`config.mk`:
```
export PLATFORM = sky130hd
export DESIGN_NAME = ifst_ctrl
export DESIGN_NICKNAME = d
export VERILOG_FILES = /design/src/design/ifst_pkg.sv /design/src/design/ifst_ctrl.sv
export SDC_FILE = /design/constraint.sdc
export NUM_CORES = 1
export LEC_CHECK = 0
export BUFFER_PORTS_ARGS = -buffer_cell sky130_fd_sc_hd__buf_2
export CAP_MARGIN = 0
export CORE_AREA = 4 4 41 43
export DETAILED_ROUTE_END_ITERATION = 8
export DIE_AREA = 0 0 45 47
export HOLD_SLACK_MARGIN = 0.1
export PLACE_DENSITY_LB_ADDON = 0.08
export SYNTH_ARGS = -nofsm -noshare
export SYNTH_HDL_FRONTEND = slang
export SYNTH_SLANG_ARGS = --single-unit
```
`constraint.sdc`:
```
create_clock -name clk -period 1.9 [get_ports clk]
set_clock_uncertainty 0.1 [all_clocks]
set_input_delay 0.095 -clock clk [delete_from_list [all_inputs] [get_ports clk]]
set_output_delay 0.095 -clock clk [all_outputs]
set_load 0.005 [all_outputs]
```
`src/design/ifst_pkg.sv`:
```
// ----------------------------------------------------------------------------
// ifst_pkg: shared types and constants of the fragment steering table
// Holds table sizes, action codes, controller states and the command and
// status structs between controller and datapath.
// ----------------------------------------------------------------------------
`default_nettype none
package ifst_pkg;

  localparam int FILTER_ENTRIES = 16;
  localparam int PARK_ENTRIES   = 32;
  localparam int FIDX_W = $clog2(FILTER_ENTRIES);
  localparam int PIDX_W = $clog2(PARK_ENTRIES);

  localparam logic [15:0] ETH_IPV4  = 16'h0800;
  localparam logic [13:0] LEN_ID    = 14'd20;
  localparam logic [13:0] LEN_FRAG  = 14'd21;
  localparam logic [7:0]  MF_BIT    = 8'h20;
  localparam logic [7:0]  OFS_HI_M  = 8'h1F;
  localparam logic [3:0]  AGE_MAX   = 4'd15;

  typedef enum logic [1:0] {
    ACT_NONE    = 2'd0,
    ACT_DELIVER = 2'd1,
    ACT_PARKED  = 2'd2,
    ACT_DROPPED = 2'd3
  } act_t;

  typedef enum logic [2:0] {
    ST_IDLE,
    ST_HEAD,
    ST_DRAIN,
    ST_EMIT,
    ST_FINISH
  } state_t;

  // Frame classes decided at acceptance.
  typedef enum logic [1:0] {
    KIND_NONE,
    KIND_FIRST,
    KIND_MIDDLE,
    KIND_OTHER
  } kind_t;

  typedef struct packed {
    logic capture;      // latch the input item
    logic head_commit;  // apply the table update of the head result
    logic head_load;    // load the head result into the output register
    logic drain_step;   // examine one park slot
    logic drain_load;   // load the matching park slot as a result
    logic drain_finish; // write the compacted valid bits back
    logic set_last;     // mark the loaded result as the last one
  } cmd_t;

  typedef struct packed {
    logic  start_drain; // head is a delivered first fragment with parked matches
    logic  drain_hit;   // current park slot matches the id
    logic  drain_last;  // no park slot after the current one matches the id
    logic  drain_end;   // current park slot is the final one
  } stat_t;

endpackage
`default_nettype wire

```
`src/design/ifst_ctrl.sv`:
```
// ----------------------------------------------------------------------------
// ifst_ctrl: controller of the fragment steering table
// Sequences capture, head decision, park drain and result hand-off.
// ----------------------------------------------------------------------------
`default_nettype none
module ifst_ctrl (
  input  wire logic           clk,
  input  wire logic           rst_n,
  input  wire logic           in_valid,
  output logic                in_stall,
  output logic                out_valid,
  input  wire logic           out_stall,
  input  wire ifst_pkg::stat_t st,
  output ifst_pkg::cmd_t      cmd
);
  import ifst_pkg::*;

  state_t state_r, state_nxt;
  logic   ov_r, ov_nxt;

  always_ff @(posedge clk) begin
    if (!rst_n) begin
      state_r    <= ST_IDLE;
      ov_r       <= 1'b0;
    end else begin
      state_r    <= state_nxt;
      ov_r       <= ov_nxt;
    end
  end

  assign out_valid = ov_r;

  always_comb begin
    logic free;
    free = !ov_r || !out_stall;
    state_nxt    = state_r;
    ov_nxt       = ov_r && out_stall;
    cmd          = '0;
    in_stall     = (state_r != ST_IDLE);
    case (state_r)
      ST_IDLE: begin
        if (in_valid) begin
          cmd.capture = 1'b1;
          state_nxt = ST_HEAD;
        end
      end
      ST_HEAD: begin
        if (free) begin
          cmd.head_commit = 1'b1;
          cmd.head_load   = 1'b1;
          ov_nxt          = 1'b1;
          if (st.start_drain) begin
            state_nxt = ST_DRAIN;
          end else begin
            cmd.set_last = 1'b1;
            state_nxt = ST_IDLE;
          end
        end
      end
      ST_DRAIN: begin
        // One park slot per cycle; a match waits for the output register.
        if (st.drain_hit) begin
          if (free) begin
            cmd.drain_step = 1'b1;
            cmd.drain_load = 1'b1;
            cmd.set_last   = st.drain_last;
            ov_nxt = 1'b1;
            if (st.drain_end) begin
              cmd.drain_finish = 1'b1;
              state_nxt = ST_IDLE;
            end
          end
        end else begin
          cmd.drain_step = 1'b1;
          if (st.drain_end) begin
            // The last result already carries its flag; only the compacted
            // valid bits remain to be written.
            cmd.drain_finish = 1'b1;
            state_nxt = ST_FINISH;
          end
        end
      end
      ST_FINISH: begin
        state_nxt = ST_IDLE;
      end
      default: state_nxt = ST_IDLE;
    endcase
  end

endmodule
`default_nettype wire

```
==> impl_table.tex <==
\begin{tabular}{lr}
\hline
Metric & Value \\
\hline
\multicolumn{2}{l}{\textbf{Pwr}} \\
\quad Power per cell area & slightly above 600 nW/um\^{}2 \\
\quad Clock Power Share & 41.7\% \\
\quad Share of power burned in registers & 37.6\% \\
\quad Peak supply drop & 0.264 mV \\
\quad Switch share & 23.2\% \\
\quad Net Switching & 56.3 uW \\
\quad Leakage power & 0.000204 uW \\
\quad Int Power & about 190 uW \\
\quad Share of total power in combinational logic & 20.7\% \\
\multicolumn{2}{l}{\textbf{Floorplanning}} \\
\quad Placement Rows & 13 \\
\quad Initial Util & 19.7\% \\
\quad Die Outline Area & 2120 sq um \\
\quad Number of placed I/O pins & 17 \\
\quad Vert. Die Dim & 47 um \\
\quad X dimension of the die & 45 um \\
\quad CORE AREA & about 1300 sq um \\
\multicolumn{2}{l}{\textbf{Logic synthesis}} \\
\quad Distinct cell type count after synthesis & 17 \\
\quad Largest family of logic cells by synthesized area & simple AND/OR/NAND/NOR gates \\
\quad Post-Syn Area & 256 sq um \\
\quad Post-synthesis share of cell area spent on full adders, half adders and majority gates & 0\% \\
\quad Fraction of the mapped netlist area in simple logic gates & between 30\% and 40\% \\
\quad Synthesized netlist net count & 40 \\
\quad Mux contribution to synthesized area & 0\% \\
\quad Mean post-synth cell area & 8.02 sq um \\
\quad Count of state elements after synthesis & 4 \\
\quad Gate count of the mapped netlist & 32 \\
\quad Synth Area in Compound Gates & 23.4\% \\
\quad Synth Area in XOR/XNOR & 0\% \\
\quad Sequential cell area fraction in the yosys report & 31.2\% \\
\quad Total of warnings raised by yosys & 0 \\
\multicolumn{2}{l}{\textbf{Setup path}} \\
\quad Largest stage delay, worst path & 0.56 ns \\
\quad Type of the worst setup path & register to register \\
\quad Crit path DAT & 1.83 ns \\
\quad Top fanout value on the critical path & 7 \\
\quad Max stage delay cell, worst path & sky130\_fd\_sc\_hd\_\_dlygate4sd3\_1 \\
\quad Cell-by-cell listing of the critical path & or3b\_4 > o221ai\_2 > nor3\_1 > dlygate4sd3\_1 \\
\quad Type of element capturing the critical path & register \\
\quad Endpoint required time on the critical path & 1.91 ns \\
\quad Count of cell instances traversed by the critical path & 4 \\
\quad Number of buffer and inverter stages on the critical path & 1 \\
\quad Startpoint kind of the worst setup timing path & register \\
\quad Depth of the worst register-to-register path & 4 \\
\quad Dominant delay contributor by cell family on the critical path & buffers and inverters \\
\multicolumn{2}{l}{\textbf{Global route}} \\
\quad Residual overflow from global routing & 0 \\
\quad First-pass GRT wire length & 1150 um \\
\quad Maximum number of pins on one net before global-route repair & 8 \\
\quad Initial antenna violation count & 0 \\
\quad Number of global-route vias before repair & 283 \\
\quad Overall routing resource usage & roughly 7.9\% \\
\multicolumn{2}{l}{\textbf{Timing}} \\
\quad Setup repair after global routing missed its margin & no \\
\quad Final Hold Vio Count & 0 \\
\quad Setup violators final & 0 \\
\quad Highest clock rate & 0.551 GHz \\
\quad Least-Margin Pin Slew & 0.248 ns \\
\quad Final period utilization & between 90 and 100\% \\
\quad Worst slew margin relative to its limit & 83.3\% \\
\quad Summed negative setup slack over all endpoints & 0 ns \\
\quad Min Tclk post-route & 1.82 ns \\
\quad Final max-slew violation count & 0 \\
\multicolumn{2}{l}{\textbf{Detailed routing}} \\
\quad Aggregate routed wire length & about 690 um \\
\quad First-pass iteration count of the detailed router & 2 \\
\quad Number of nets with antenna violations after routing & 0 \\
\quad Via total after detailed routing & 301 \\
\quad Ratio of routed vias to standard cells & 4.43 \\
\quad Violation count after the first detailed-route iteration & 3 \\
\quad Detailed-route DRC error count & 0 \\
\quad Per-cell routed wire length & 10.1 um \\
\multicolumn{2}{l}{\textbf{Clocking}} \\
\quad H-tree level count & 1 \\
\quad CTS Buf Count & 3 \\
\quad Clk slew on worst S/H paths & roughly 0.040 ns \\
\quad Clock buffer depth & 2 \\
\quad Post-CTS setup repair buffer count & 0 \\
\quad TritonCTS clock tree & done \\
\quad Number of clock sinks seen by CTS & 4 \\
\quad Worst skew pair latency & 0.23 ns \\
\quad Clock Tree Root & sky130\_fd\_sc\_hd\_\_clkbuf\_4 \\
\multicolumn{2}{l}{\textbf{Placement}} \\
\quad Number of I/O port buffers & 16 \\
\quad Placer Congestion & between 0.6 and 0.7 \\
\quad Placed instance area & 348 sq um \\
\multicolumn{2}{l}{\textbf{Cells and area}} \\
\quad Number of antenna cells inserted & 0 \\
\quad Post-route cell area & 402 sq um \\
\quad Layout filler cell count & 154 \\
\quad Share of cells above drive strength 1 & 45.3\% \\
\quad Synth-to-Final Area Change & 56.6\% \\
\quad Multi-input logic area & $\sim$160 sq um \\
\quad Register cell area after layout & 81.3 sq um \\
\quad Final \#Nets & 63 \\
\multicolumn{2}{l}{\textbf{Run}} \\
\quad \# Max-Cap Violations & 0 \\
\multicolumn{2}{l}{\textbf{Hold path}} \\
\quad Worst Hold Class & input pin to register \\
\quad Number of instances on the worst hold path & 3 \\
\multicolumn{2}{l}{\textbf{Outcome}} \\
\quad Outcome & complete, no violations \\
\hline
\end{tabular}
## Yosys cell counts
master	count	area, sq um
sky130_fd_sc_hd__and4bb_2	1	12.5
sky130_fd_sc_hd__dfxtp_1	4	80.1
sky130_fd_sc_hd__and2_1	2	12.5
sky130_fd_sc_hd__nor3_1	1	5.00
sky130_fd_sc_hd__o21a_1	2	15.0
sky130_fd_sc_hd__a31oi_1	1	6.26
sky130_fd_sc_hd__a2bb2oi_1	1	8.76
sky130_fd_sc_hd__or3b_4	1	11.3
sky130_fd_sc_hd__nand3_1	1	5.00
sky130_fd_sc_hd__a21oi_1	3	15.0
sky130_fd_sc_hd__or3_4	1	11.3
sky130_fd_sc_hd__inv_1	2	7.51
sky130_fd_sc_hd__buf_4	1	7.51
sky130_fd_sc_hd__o221ai_2	1	15.0
sky130_fd_sc_hd__nor4bb_1	1	10.0
sky130_fd_sc_hd__nor2_1	5	18.8
sky130_fd_sc_hd__nand2_1	4	15.0
## power groups by stage
stage	sequential [uW]	combinational (uW)	clock, uW
6_report	91.3	50.4	101
5_1_grt	92.0	56.1	112
2_1_floorplan	91.9	27.6	0
4_1_cts	90.9	51.6	108
3_3_place_gp	92.4	48.1	0
3_5_place_dp	92.2	48.1	0
## layout make-up
type                       count  area share [%]
sequential                     4            20.2
tap                           15            4.67
timing repair buffer          19            27.4
multi-input combinational     25            40.2
clock buffer                   3            5.61
inverter                       2            1.87
## stage by stage
step                total power, uW  std cells  utilization, %  hold slack [ns]  worst slack, ns
finish                          243         68            30.9            0.119           0.0847
global route                    260         68            30.9            0.130          0.00938
CTS                             251         68            30.8            0.113           0.0701
detailed placement              140         62            26.7            0.219            0.591
global placement                140         62            26.7            0.222            0.617
floorplan                       119         32               -           0.0739            0.677
## what timing repair did
action,4_1_cts,5_1_grt
setup endpoints to repair,0,1
hold buffers,3,0
resized for setup,0,1
hold endpoints to repair,4,0
## path summary, 6_finish.rpt
| kind | from | slack, ns | endpoint |
|---|---|---|---|
| max | state_r[1] | 0.08 | state_r[2] |
| min | in_valid | 0.12 | state_r[1] |
| max reg2reg | state_r[1] | 0.08 | state_r[2] |
| min reg2reg | state_r[1] | 0.52 | state_r[1] |
## registers in the layout, summed over array words and instances, names as in the netlist
signal and flops:
state_r 3, out_valid 1
## routing by layer
layer / track usage [%] / share of wire, % / vias up / routed length (um)
li1: - / - / 156 / -
met1: 8.18 / 41 / 134 / 284
met2: 11.6 / 49 / 9 / 337
met3: 4.21 / 9.1 / 2 / 63
met4: 7.02 / 0.58 / 0 / 4
met5: 0 / 0 / - / 0
## placed cells by master, fill, tap and decap left out
| cell type | count |
|---|---|
| sky130_fd_sc_hd__buf_2 | 16 |
| sky130_fd_sc_hd__nor2_1 | 5 |
| sky130_fd_sc_hd__nand2_1 | 4 |
| sky130_fd_sc_hd__a21oi_1 | 3 |
| sky130_fd_sc_hd__clkbuf_4 | 3 |
| sky130_fd_sc_hd__dlygate4sd3_1 | 3 |
| sky130_fd_sc_hd__dfxtp_1 | 3 |
| sky130_fd_sc_hd__and2_1 | 2 |
| sky130_fd_sc_hd__inv_1 | 2 |
| sky130_fd_sc_hd__o21a_1 | 2 |
| sky130_fd_sc_hd__or3b_4 | 1 |
| sky130_fd_sc_hd__and4bb_2 | 1 |
| sky130_fd_sc_hd__a2bb2oi_1 | 1 |
| sky130_fd_sc_hd__nand3_1 | 1 |
| sky130_fd_sc_hd__or3_4 | 1 |
| sky130_fd_sc_hd__nor4bb_1 | 1 |
| sky130_fd_sc_hd__a31oi_1 | 1 |
| sky130_fd_sc_hd__o221ai_2 | 1 |
| sky130_fd_sc_hd__nor3_1 | 1 |
| sky130_fd_sc_hd__dfxtp_2 | 1 |
## tightest hold or removal path, cell delays in order
cell	delay (ns)
sky130_fd_sc_hd__buf_2	0.10
sky130_fd_sc_hd__o221ai_2	0.10
sky130_fd_sc_hd__a21oi_1	0.12
## cells by family (layout without fill, tap and decap cells)
group                  count (synthesis)  count (layout)
AND/OR/NAND/NOR                       17              17
AO/OA/AOI/OAI                          8               8
flip-flops                             4               4
buffers and inverters                  3              24
Power figures use the tool's default switching activity.
